### config.mk
export PLATFORM = sky130hd
export DESIGN_NAME = adaptive_redundancy_ratio_unit
export DESIGN_NICKNAME = d
export VERILOG_FILES = /design/src/design/aru_pkg.sv /design/src/design/aru_front.sv /design/src/design/aru_queue.sv /design/src/design/aru_back.sv /design/src/design/adaptive_redundancy_ratio_unit.sv
export SDC_FILE = /design/constraint.sdc
export NUM_CORES = 2
export LEC_CHECK = 0
export BUFFER_PORTS_ARGS = -buffer_cell sky130_fd_sc_hd__buf_2
export CAP_MARGIN = 0
export CELL_PAD_IN_SITES_DETAIL_PLACEMENT = 1
export CELL_PAD_IN_SITES_GLOBAL_PLACEMENT = 1
export CORE_MARGIN = 2
export CORE_UTILIZATION = 53
export CTS_CLUSTER_DIAMETER = 200
export DETAILED_ROUTE_END_ITERATION = 16
export HOLD_SLACK_MARGIN = 0.1
export PLACE_DENSITY = 0.8
export SLEW_MARGIN = 40
export SYNTH_ARGS = -nofsm -noshare
export SYNTH_HDL_FRONTEND = slang
export SYNTH_SLANG_ARGS = --single-unit
export TNS_END_PERCENT = 10
### constraint.sdc
create_clock -name clk -period 19.3 [get_ports clk]
set_input_delay 0.965 -clock clk [delete_from_list [all_inputs] [get_ports clk]]
set_output_delay 0.965 -clock clk [all_outputs]
set_load 0.02 [all_outputs]
### src/design/aru_pkg.sv
package aru_pkg;

  // operation codes
  localparam logic [1:0] OP_SET    = 2'd0;
  localparam logic [1:0] OP_REPORT = 2'd1;
  localparam logic [1:0] OP_SIZE   = 2'd2;

  // security grade codes
  localparam logic [1:0] GRADE_DANGER  = 2'd0;
  localparam logic [1:0] GRADE_WARNING = 2'd1;
  localparam logic [1:0] GRADE_SAFE    = 2'd2;

  // register indexes
  localparam logic REG_LINK_MODE     = 1'b0;
  localparam logic REG_STORAGE_READY = 1'b1;

  // ratio limits and thresholds
  localparam logic [4:0] RATIO_MIN     = 5'd5;
  localparam logic [4:0] RATIO_MAX     = 5'd30;
  localparam logic [4:0] RATIO_RESET   = 5'd15;
  localparam logic [4:0] RATIO_STEP_UP = 5'd5;
  localparam logic [4:0] DANGER_TOP    = 5'd10;
  localparam logic [4:0] WARNING_TOP   = 5'd20;
  localparam logic [7:0] LOOPS_HIGH    = 8'd5;
  localparam logic [7:0] LOOPS_LOW     = 8'd1;

  // size saturation
  localparam logic [63:0] PAYLOAD_LIMIT  = 64'd614891469123651720;
  localparam logic [57:0] SATURATED_SIZE = 58'd184467440737095516;

  // divide by 100: digits of 20 bits, reciprocal ceil(2^36/100)
  localparam int          DIGIT_W     = 20;
  localparam int          VAL_W       = 27;
  localparam int          RECIP_SHIFT = 36;
  localparam logic [29:0] RECIP       = 30'd687194768;
  // rounding term divide: reciprocal ceil(2^20/100)
  localparam int          LO_SHIFT    = 20;
  localparam logic [13:0] LO_RECIP    = 14'd10486;
  localparam logic [11:0] ROUND_HALF  = 12'd50;

  // per-item control that travels with the payload
  typedef struct packed {
    logic       is_size;
    logic       sat;
    logic [4:0] ratio;
    logic [1:0] grade;
    logic       gen;
  } ctl_t;

  // queue entry between front and back
  typedef struct packed {
    ctl_t        ctl;
    logic [59:0] payload;
  } item_t;

endpackage

### src/design/aru_front.sv
module aru_front (
  input  logic                clk,
  input  logic                rst,
  input  logic                s_tvalid,
  output logic                s_tready,
  input  logic [1:0]          s_tuser,   // operation
  input  logic [95:0]         s_tdata,   // requested_ratio, residual_error_count,
                                         // decoder_loop_count, payload_bytes
  input  logic                psel,
  input  logic                penable,
  input  logic                pwrite,
  input  logic [2:0]          paddr,
  input  logic [31:0]         pwdata,
  output logic [31:0]         prdata,
  output logic                pready,
  input  logic                queue_full,
  output logic                push,
  output aru_pkg::item_t      push_item
);
  import aru_pkg::*;

  logic [4:0]  ratio;
  logic [4:0]  ratio_next;
  logic        link_mode;
  logic        storage_ready;
  logic [1:0]  op;
  logic [7:0]  req;
  logic [15:0] errs;
  logic [7:0]  loops;
  logic [63:0] payload;
  logic [5:0]  raised;
  logic [1:0]  grade;

  assign op      = s_tuser;
  assign req     = s_tdata[7:0];
  assign errs    = s_tdata[23:8];
  assign loops   = s_tdata[31:24];
  assign payload = s_tdata[95:32];

  assign s_tready = !queue_full;
  assign push     = s_tvalid && s_tready;
  assign pready   = 1'b1;

  // register read
  assign prdata = {31'd0, (paddr[2] == REG_STORAGE_READY) ? storage_ready : link_mode};

  // ratio update for this word
  assign raised = {1'b0, ratio} + {1'b0, RATIO_STEP_UP};
  always_comb begin
    ratio_next = ratio;
    unique case (op)
      OP_SET: begin
        if (req < {3'd0, RATIO_MIN}) ratio_next = RATIO_MIN;
        else if (req > {3'd0, RATIO_MAX}) ratio_next = RATIO_MAX;
        else ratio_next = req[4:0];
      end
      OP_REPORT: begin
        if (errs != 16'd0 || loops >= LOOPS_HIGH) begin
          ratio_next = (raised > {1'b0, RATIO_MAX}) ? RATIO_MAX : raised[4:0];
        end else if (loops <= LOOPS_LOW && ratio > RATIO_MIN) begin
          ratio_next = ratio - 5'd1;
        end
      end
      default: ratio_next = ratio;
    endcase
  end

  // grade of the updated ratio
  always_comb begin
    if (ratio_next <= DANGER_TOP) grade = GRADE_DANGER;
    else if (ratio_next <= WARNING_TOP) grade = GRADE_WARNING;
    else grade = GRADE_SAFE;
  end

  // classified entry for the back end
  always_comb begin
    push_item.ctl.is_size = (op == OP_SIZE);
    push_item.ctl.sat     = (payload > PAYLOAD_LIMIT);
    push_item.ctl.ratio   = ratio_next;
    push_item.ctl.grade   = grade;
    push_item.ctl.gen     = link_mode | storage_ready;
    push_item.payload     = payload[59:0];
  end

  // ratio state and configuration registers
  always_ff @(posedge clk) begin
    if (rst) begin
      ratio         <= RATIO_RESET;
      link_mode     <= 1'b0;
      storage_ready <= 1'b1;
    end else begin
      if (push) ratio <= ratio_next;
      if (psel && penable && pwrite && pready) begin
        if (paddr[2] == REG_LINK_MODE) link_mode <= pwdata[0];
        else storage_ready <= pwdata[0];
      end
    end
  end

endmodule

### src/design/aru_queue.sv
module aru_queue #(
  parameter int DEPTH = 4
) (
  input  logic           clk,
  input  logic           rst,
  input  logic           push,
  input  aru_pkg::item_t push_item,
  input  logic           pop,
  output aru_pkg::item_t head,
  output logic           full,
  output logic           empty
);
  import aru_pkg::*;

  localparam int PTR_W = $clog2(DEPTH);
  localparam int CNT_W = $clog2(DEPTH + 1);

  item_t            mem [DEPTH];
  logic [PTR_W-1:0] wr_ptr;
  logic [PTR_W-1:0] rd_ptr;
  logic [CNT_W-1:0] count;
  logic             do_pop;

  assign full   = (count == CNT_W'(DEPTH));
  assign empty  = (count == '0);
  assign do_pop = pop && !empty;
  assign head   = mem[rd_ptr];

  // pointers and fill count
  always_ff @(posedge clk) begin
    if (rst) begin
      wr_ptr <= '0;
      rd_ptr <= '0;
      count  <= '0;
    end else begin
      if (push) wr_ptr <= (wr_ptr == PTR_W'(DEPTH - 1)) ? '0 : wr_ptr + 1'b1;
      if (do_pop) rd_ptr <= (rd_ptr == PTR_W'(DEPTH - 1)) ? '0 : rd_ptr + 1'b1;
      if (push && !do_pop) count <= count + 1'b1;
      else if (!push && do_pop) count <= count - 1'b1;
    end
  end

  // entry storage
  always_ff @(posedge clk) begin
    if (push) mem[wr_ptr] <= push_item;
  end

endmodule

### src/design/aru_back.sv
module aru_back (
  input  logic           clk,
  input  logic           rst,
  input  aru_pkg::item_t head,
  input  logic           head_valid,
  output logic           pop,
  output logic           m_tvalid,
  input  logic           m_tready,
  output logic [71:0]    m_tdata   // redundancy_bytes, ratio_now, security_grade,
                                   // generate_flag, zero fill
);
  import aru_pkg::*;

  localparam int STAGES = 8;

  logic [STAGES-1:0] valid;
  logic              adv;
  ctl_t              ctl [STAGES];

  // stage registers
  logic [VAL_W-1:0]     v0, v1, v2;
  logic [DIGIT_W-1:0]   q0, q1, q2;
  logic [39:0]          p0, p1;
  logic [19:0]          p2, p3;
  logic [6:0]           r0, r1, r2;
  logic [DIGIT_W-1:0]   hi1, hi2;
  logic [2*DIGIT_W-1:0] hi3, hi4;
  logic [3*DIGIT_W-1:0] hi5;
  logic [57:0]          hiprod;
  logic [11:0]          lop;
  logic [57:0]          size_out;

  // combinational stage logic
  logic [VAL_W-1:0]    v0_in, v1_in, v2_in;
  logic [56:0]         m0, m1, m2;
  logic [VAL_W-1:0]    q0x100, q1x100, q2x100;
  logic [64:0]         hiprod_full;
  logic [11:0]         lop_in;
  logic [25:0]         lq_full;
  logic [57:0]         size_in;

  assign adv      = !valid[STAGES-1] || m_tready;
  assign pop      = adv && head_valid;
  assign m_tvalid = valid[STAGES-1];

  // long division by 100, one 20-bit digit per multiply and remainder pair
  assign v0_in = {7'd0, head.payload[59:40]};
  assign m0    = 57'(v0_in) * 57'(RECIP);
  assign q0x100 = {1'b0, q0, 6'd0} + {2'd0, q0, 5'd0} + {5'd0, q0, 2'd0};

  assign v1_in = {r0, p1[39:20]};
  assign m1    = 57'(v1_in) * 57'(RECIP);
  assign q1x100 = {1'b0, q1, 6'd0} + {2'd0, q1, 5'd0} + {5'd0, q1, 2'd0};

  assign v2_in = {r1, p3};
  assign m2    = 57'(v2_in) * 57'(RECIP);
  assign q2x100 = {1'b0, q2, 6'd0} + {2'd0, q2, 5'd0} + {5'd0, q2, 2'd0};

  // quotient times ratio, remainder times ratio plus rounding half
  assign hiprod_full = 65'(hi5) * 65'(ctl[5].ratio);
  assign lop_in      = 12'(r2) * 12'(ctl[5].ratio) + ROUND_HALF;
  assign lq_full     = 26'(lop) * 26'(LO_RECIP);

  // final selection
  always_comb begin
    if (!ctl[6].is_size) size_in = '0;
    else if (ctl[6].sat) size_in = SATURATED_SIZE;
    else size_in = hiprod + 58'(lq_full[25:LO_SHIFT]);
  end

  // stage valid bits
  always_ff @(posedge clk) begin
    if (rst) begin
      valid <= '0;
    end else if (adv) begin
      valid <= {valid[STAGES-2:0], head_valid};
    end
  end

  // datapath registers
  always_ff @(posedge clk) begin
    if (adv) begin
      ctl[0] <= head.ctl;
      for (int i = 1; i < STAGES; i++) ctl[i] <= ctl[i-1];

      v0 <= v0_in;
      q0 <= m0[RECIP_SHIFT +: DIGIT_W];
      p0 <= head.payload[39:0];

      r0  <= 7'(v0 - q0x100);
      hi1 <= q0;
      p1  <= p0;

      v1  <= v1_in;
      q1  <= m1[RECIP_SHIFT +: DIGIT_W];
      hi2 <= hi1;
      p2  <= p1[19:0];

      r1  <= 7'(v1 - q1x100);
      hi3 <= {hi2, q1};
      p3  <= p2;

      v2  <= v2_in;
      q2  <= m2[RECIP_SHIFT +: DIGIT_W];
      hi4 <= hi3;

      r2  <= 7'(v2 - q2x100);
      hi5 <= {hi4, q2};

      hiprod <= hiprod_full[57:0];
      lop    <= lop_in;

      size_out <= size_in;
    end
  end

  assign m_tdata = {6'd0, ctl[STAGES-1].gen, ctl[STAGES-1].grade, ctl[STAGES-1].ratio,
                    size_out};

endmodule

### src/design/adaptive_redundancy_ratio_unit.sv
// Adaptive redundancy ratio unit: keeps a redundancy percentage between 5 and 30
// (15 after reset) that set and report words adjust, and turns size words into
// round(payload_bytes * ratio / 100), saturated for very large payloads. Every
// word accepted gives exactly one result word carrying the ratio after that
// word's update, its security grade and the generate flag. The block takes one
// word per cycle and returns one result per cycle while the queue has room and
// the output is not stalled; results come from the back-end pipeline that divides
// by 100 in three 20-bit digits, each a reciprocal multiply stage and a remainder
// stage, then two stages for the ratio products and rounding. A small queue between
// the front end and that pipeline absorbs downstream stalls. Register link_mode
// sits at address 0 and storage_ready at address 4; write them only while idle.
module adaptive_redundancy_ratio_unit #(
  parameter int QUEUE_DEPTH = 4
) (
  input  logic        clk,
  input  logic        rst,
  input  logic        s_tvalid,
  output logic        s_tready,
  input  logic [1:0]  s_tuser,   // operation
  input  logic [95:0] s_tdata,   // requested_ratio[7:0], residual_error_count[23:8],
                                 // decoder_loop_count[31:24], payload_bytes[95:32]
  output logic        m_tvalid,
  input  logic        m_tready,
  output logic [71:0] m_tdata,   // redundancy_bytes[57:0], ratio_now[62:58],
                                 // security_grade[64:63], generate_flag[65], zero
  input  logic        psel,
  input  logic        penable,
  input  logic        pwrite,
  input  logic [2:0]  paddr,
  input  logic [31:0] pwdata,
  output logic [31:0] prdata,
  output logic        pready
);
  import aru_pkg::*;

  logic  push;
  item_t push_item;
  logic  queue_full;
  logic  queue_empty;
  item_t head;
  logic  pop;

  // front end: ratio state, configuration, classification
  aru_front u_front (
    .clk        (clk),
    .rst        (rst),
    .s_tvalid   (s_tvalid),
    .s_tready   (s_tready),
    .s_tuser    (s_tuser),
    .s_tdata    (s_tdata),
    .psel       (psel),
    .penable    (penable),
    .pwrite     (pwrite),
    .paddr      (paddr),
    .pwdata     (pwdata),
    .prdata     (prdata),
    .pready     (pready),
    .queue_full (queue_full),
    .push       (push),
    .push_item  (push_item)
  );

  // decoupling queue
  aru_queue #(
    .DEPTH (QUEUE_DEPTH)
  ) u_queue (
    .clk       (clk),
    .rst       (rst),
    .push      (push),
    .push_item (push_item),
    .pop       (pop),
    .head      (head),
    .full      (queue_full),
    .empty     (queue_empty)
  );

  // back end: size pipeline and output register
  aru_back u_back (
    .clk        (clk),
    .rst        (rst),
    .head       (head),
    .head_valid (!queue_empty),
    .pop        (pop),
    .m_tvalid   (m_tvalid),
    .m_tready   (m_tready),
    .m_tdata    (m_tdata)
  );

endmodule

# Yosys cells after proc, flatten, opt, wreduce, memory -nomap -nowiden
# Memory sizes are Yosys's and may differ from the RTL's. A register that Yosys moved wholly into a read port is not among the register bits.
# Cells that the tools add are included.
# totals
mem_bits_ro	0
mem_count	2
ram_bits	360
latchBits	0
word_cells	113
ff_bits	516
out_inout_bits	107
# mem_list
name	words	width	rd	rd_ports_with_merged_regs	write_ports	line_no	text
u_queue.mem	4	70	1	1	1	aru_queue.sv:18	item_t mem [DEPTH];
u_back.ctl	8	10	8	0	8	aru_back.sv:18	ctl_t ctl [STAGES];
# op_classes
n_lt_le_gt_ge	9
eq_ne	5
shifts	0
n_bitwise	3
mux	20
add_sub_neg	17
n_mul	6
div_mod_pow	0
reduce_logical	22
# op_table
op	count
27-bit by 26-bit multiplier with 52-bit output, second input constant	2
64-bit by 60-bit greater-than comparator with 1-bit output, second input constant	1
58-bit by 6-bit adder with 58-bit output	1
54-bit by 5-bit multiplier with 58-bit output	1
58-bit two-way mux	1
20-bit by 26-bit multiplier with 46-bit output, second input constant	1
7-bit adder	6
12-bit by 13-bit multiplier with 25-bit output, second input constant	1
5-bit two-way mux	5
7-bit subtractor	3
16-bit nonzero test	1
12-bit by 6-bit adder with 12-bit output, second input constant	1
7-bit by 5-bit multiplier with 12-bit output	1
2-bit two-way mux	6
5-bit one-hot mux with 2 select lines	1
8-bit by 3-bit >= comparator with 1-bit output, second input constant	1
8-bit by 5-bit greater-than comparator with 1-bit output, second input constant	1
8-bit by 1-bit <= comparator with 1-bit output, second input constant	1
1-bit logical AND	8
8-bit by 3-bit less-than comparator with 1-bit output, second input constant	1
5-bit by 3-bit adder with 6-bit output, second input constant	1
2-bit equality test, second input constant	3
6-bit by 5-bit greater-than comparator with 1-bit output, second input constant	1
3-bit two-way mux	2
19 further kinds	31

# Depth between registers and ports, before layout
# depth
depth_word	8
ltp_mapped	33
depth_no_buf	32

# Modules after synthesis
# Synthesis repeated with hierarchy kept, for this count alone.
# unflattened
hier_cells	5798
hier_area_um2	73257.8
# modules_own_cells
mod	n_inst	cells_per_inst	area_per_inst_um2	seq_area_each_um2
aru_back	1	5114	60715.7	17336.6
aru_queue	1	410	10631.4	8588.2
aru_front	1	273	1906.8	140.1
adaptive_redundancy_ratio_unit	1	1	3.8	0.0

# Worst setup path before layout
# No wires, ideal clock.
# synth_timing
path_type	input to register
from	input m_tready
to	register u_queue.count[2]
arrival_ns	17.231
required_time_ns	19.229
slack_ns	1.998
stages	10
n_path_buf	1
cell_sequence	nor2b_1 clkbuf_1 clkinv_1 o31ai_1 ha_1 inv_1 fa_1 xor2_1 or3_1 a21oi_1
# synth_via
elab_chain_len	6
# synth_rtl
element	line_no	text
start, declared	adaptive_redundancy_ratio_unit.sv:23	input logic m_tready,
1-bit logical OR (*)	aru_back.sv:42	assign adv = !valid[STAGES-1] || m_tready;
1-bit logical AND (*)	aru_back.sv:43	assign pop = adv && head_valid;
1-bit logical AND (*)	aru_queue.sv:26	assign do_pop = pop && !empty;
1-bit zero test	aru_queue.sv:38	if (push && !do_pop) count <= count + 1'b1;
1-bit logical AND	aru_queue.sv:38	
3-bit two-way mux / 2-bit nonzero test (equally long branches)	n/a	
end signal, assigned	aru_queue.sv:38	
end signal, assigned	aru_queue.sv:39	else if (!push && do_pop) count <= count - 1'b1;
end, declared	aru_queue.sv:21	logic [CNT_W-1:0] count;
# Every way passes the cells marked *; elsewhere a longest branch is shown, timed or not.
# A chain may end at the register's enable or synchronous reset.

# Final worst setup path
# layout_timing
from	register u_back.p3[10]
to	register u_back.q2[18], data pin
# layout_via
elab_chain_len	1
# layout_rtl
element	line_no	text
start, declared	aru_back.sv:24	logic [19:0] p2, p3;
start signal, assigned	aru_back.sv:101	p3 <= p2;
27-bit by 26-bit multiplier with 52-bit output	aru_back.sv:56	assign m2 = 57'(v2_in) * 57'(RECIP);
via u_back.m2[54]	aru_back.sv:35	logic [56:0] m0, m1, m2;
end signal, assigned	aru_back.sv:104	q2 <= m2[RECIP_SHIFT +: DIGIT_W];
end, declared	aru_back.sv:22	logic [DIGIT_W-1:0] q0, q1, q2;
# The timed path passes the listed nets, and every way through them passes these cells.

==> results.toml <==
[run_status]
status = "complete, no violations"

[critical_path]
worstReg2RegStart = "u_back.p3[10]$_DFFE_PN_"
reg2reg_slack_ns = 10.68
worstSetupPathType = "reg -> reg"
crit_required_ns = 19.75
cp-startpoint = "u_back.p3[10]$_DFFE_PN_"
crit_path_end = "u_back.q2[18]$_DFFE_PN_"
r2r_end = "u_back.q2[18]$_DFFE_PN_"
endpoint_kind = "flop"
reg2reg_depth = 23
critPathArrivalTime_ns = 9.07
crit_path_max_fanout = 9
crit_path_start_kind = "flop"

[cells_and_area]
nets = 7977
drive_above_1_share_pct = 7.38
multi_input_area_sq_um = 41400
nFillCells = 13500
antenna_cells = 0
areaGrowthSynthToFinish_pct = 8.50
seq_area_sq_um = 26100
postLayoutCoreUtil_pct = 58.0

[sta]
fin_skew_ns = 0.0649
period_needed_ns = 8.62
slew_headroom_pct = 45.3
fmax_ghz = 0.116
holdWs_ns = 0.396
rsz0062_at_grt = "false"
timing.final.max_slew_violations = 0
setup_violations = 0
fin_crit_sh_pct = 44.7
worst_slew_pin_slew_ns = 0.820
finalHoldViolCount = 0
fin_setup_tns_ns = 0

[detailed_routing]
dr.pass1.iters = 5
drc_errors = 0
wl_mm = 168
antenna_left = 0
wl_per_cell_microns = 21.5
drt_first_iter_violations = 1997
vias = 42800
vias_per_cell = 5.48

[grt]
grt_pass1_wl_mm = 272
grt-ovfl-total = 0
track_usage_pct = 24.9
grt_start_max_net_pins = 116
antenna_found_initial = 2
grt_pass1_vias = 49800

[logic_synthesis]
netlist_area_sq_um = 72400
synth_top_family_by_area = "adder cells"
syn_area_per_cell_sq_um = 12.7
yosys.area_share.simple_pct = 5.70
synth_edf_count = 852
synth-async-reset-ratio_pct = 0
muxShareOfSynthArea_pct = 2.23
synth.yosys.seq_area_share_pct = 36.0
synth_adder_area_share_pct = 41.9
yosysWarnings = 0
yosys-top-cells-area = "edfxtp_1, fa_1, ha_1"
ys.flop_type = "edfxtp_1"
synth_compound_area_share_pct = 4.69
yosysTopAreaCell = "edfxtp_1"
synth-xor-area-share_pct = 2.38
yosysTopAreaCellShare_pct = 35.3
ys_ff_latch = 876
syn-instance-count = 5722
yosysUniqueCellTypes = 80

[place]
place.gp.congestion = 0.935
dp_hpwl_mm = 132
port_buffers = 175

[cts]
cts_buffers = 94
clk_pin_slew_ns = 0.06
hold_buffers = 0
h-tree-depth = 3
clock-root-buffer = "clkbuf_16"
clock_latency_ns = 0.76
cts_tree = "yes"
ctsResizeCount = 0
clockBufferDepth = 3
clock-sinks = 876
post_cts_buffers = 0

[worst_hold_path]
hp-class = "reg -> reg"

[floorplan]
die_w_microns = 374
rows = 135
start_util_pct = 53.4
core_area_sq_um = 135000
die_h_microns = 374
ioPinCount = 247
die-area_sq_um = 140000

[run]
cap_viol_max_count = 0
==> routing by layer <==
layer	wire length, microns	global-route usage [%]	vias up	part of all wire, %
li1	-	-	19500	-
met1	70100	31.6	22100	42
met2	84800	43.5	919	51
met3	7350	4.05	320	4.4
met4	5610	8.13	4	3.3
met5	25	0	-	0.015
==> area by class of cell <==
type                    instances  area share (%)
multi-input cells            3565            52.7
flip-flops and latches        876            33.2
inverters                    1202            5.76
clock buffers                 112            3.08
well taps                    1781            2.84
repair buffers                198            1.39
clock inverters                63            1.04
==> synthesized netlist by cell type, drive strengths merged (15+ instances only) <==
cell type     n
and2        145
xnor2       138
nand3        60
a211oi       16
buf          50
o21a         54
and3         25
inv        1201
mux4         70
o21bai       15
nor2        145
a21oi       152
nand2b       16
dfxtp        24
nand2       287
a31oi        16
fa          874
nor2b        24
ha         1026
o21ai        82
xor2         59
nor3         41
a21o         97
clkbuf       65
nand4        35
edfxtp      852
==> placed cells by master (no fill, tap or decap), types with 16 or more instances in the layout <==
master     count
buf_2        175
nand2_1      287
clkbuf_16     94
and2_1       145
inv_1       1200
nand3_1       58
xnor2_1      138
nor2b_1       23
o21a_1        54
dfxtp_1       22
conb_1        38
clkinv_1      16
a21o_1        97
and3_1        21
mux4_2        70
a31oi_1       16
ha_1        1026
fa_1         874
o21ai_0       79
xor2_1        59
nand4_1       34
edfxtp_1     852
nor3_1        40
clkbuf_1      18
a21oi_1      150
nor2_1       142
==> sequential cells by signal, indices dropped and copies added, names as in the netlist, 8 cells and up, named ones only <==
| name | count |
|---|---|
| u_back.p1 | 40 |
| u_back.q0 | 14 |
| u_back.hi2 | 14 |
| u_back.size_out | 58 |
| u_back.lop | 12 |
| u_back.q1 | 20 |
| u_back.hiprod | 58 |
| u_back.valid | 8 |
| u_queue.mem | 280 |
| u_back.hi1 | 14 |
| u_back.ctl | 78 |
| u_back.p3 | 20 |
| u_back.hi4 | 34 |
| u_back.p0 | 40 |
| u_back.q2 | 20 |
| u_back.p2 | 20 |
| u_back.hi3 | 34 |
| u_back.hi5 | 54 |
==> metrics by stage <==
stage                     worst slack [ns]  cell area [sq um]  cells
after floorplan                       2.00              72500   5758
after global placement               10.71              75200   7621
after detailed placement             10.69              75300   7622
after CTS                            10.66              78500   7797
after global routing                 10.24              78500   7797
final                                10.68              78500   7797
==> cells by family after synthesis <==
group | after synthesis
compound gates | 521
xor+xnor | 197
fa+ha+maj | 1900
buf+inv | 1317
flops | 876
mux | 74
other cells | 2
simple gates | 835
==> worst max-delay path: stages, from the launching register on <==
cell	delay, ns
edfxtp_1	0.72
ha_1	0.44
fa_1	0.52
inv_1	0.06
fa_1	0.50
fa_1	0.57
inv_1	0.05
fa_1	0.47
inv_1	0.05
fa_1	0.46
fa_1	0.49
inv_1	0.04
ha_1	0.32
nand4_1	0.26
nor2_1	0.31
o211ai_1	0.15
a311oi_2	0.63
o311ai_0	0.36
a211oi_1	0.59
o211ai_1	0.22
o21ai_0	0.47
a21oi_1	0.24
o21ai_0	0.29
xnor2_1	0.12
==> how the worst min path moves through the flow <==
stage / from / to / depth (start not counted)
after floorplan: u_back.ctl[0][0]$_DFFE_PN_ / u_back.ctl[0][10]$_DFFE_PN_ / 0
after global placement: u_back.hi4[3]$_DFFE_PN_ / u_back.hi5[23]$_DFFE_PN_ / 0
after detailed placement: u_back.p1[9]$_DFFE_PN_ / u_back.p2[9]$_DFFE_PN_ / 0
after CTS: s_tdata[86] / u_queue.mem[2][54]$_DFFE_PP_ / 1
after global routing: u_back.hi3[17]$_DFFE_PN_ / u_back.hi4[17]$_DFFE_PN_ / 0
final: u_back.hi4[8]$_DFFE_PN_ / u_back.hi5[28]$_DFFE_PN_ / 0
Power is left out: the tool's default activity adds up to more than one toggle a clock period on the data nets, which glitch-free logic cannot reach.
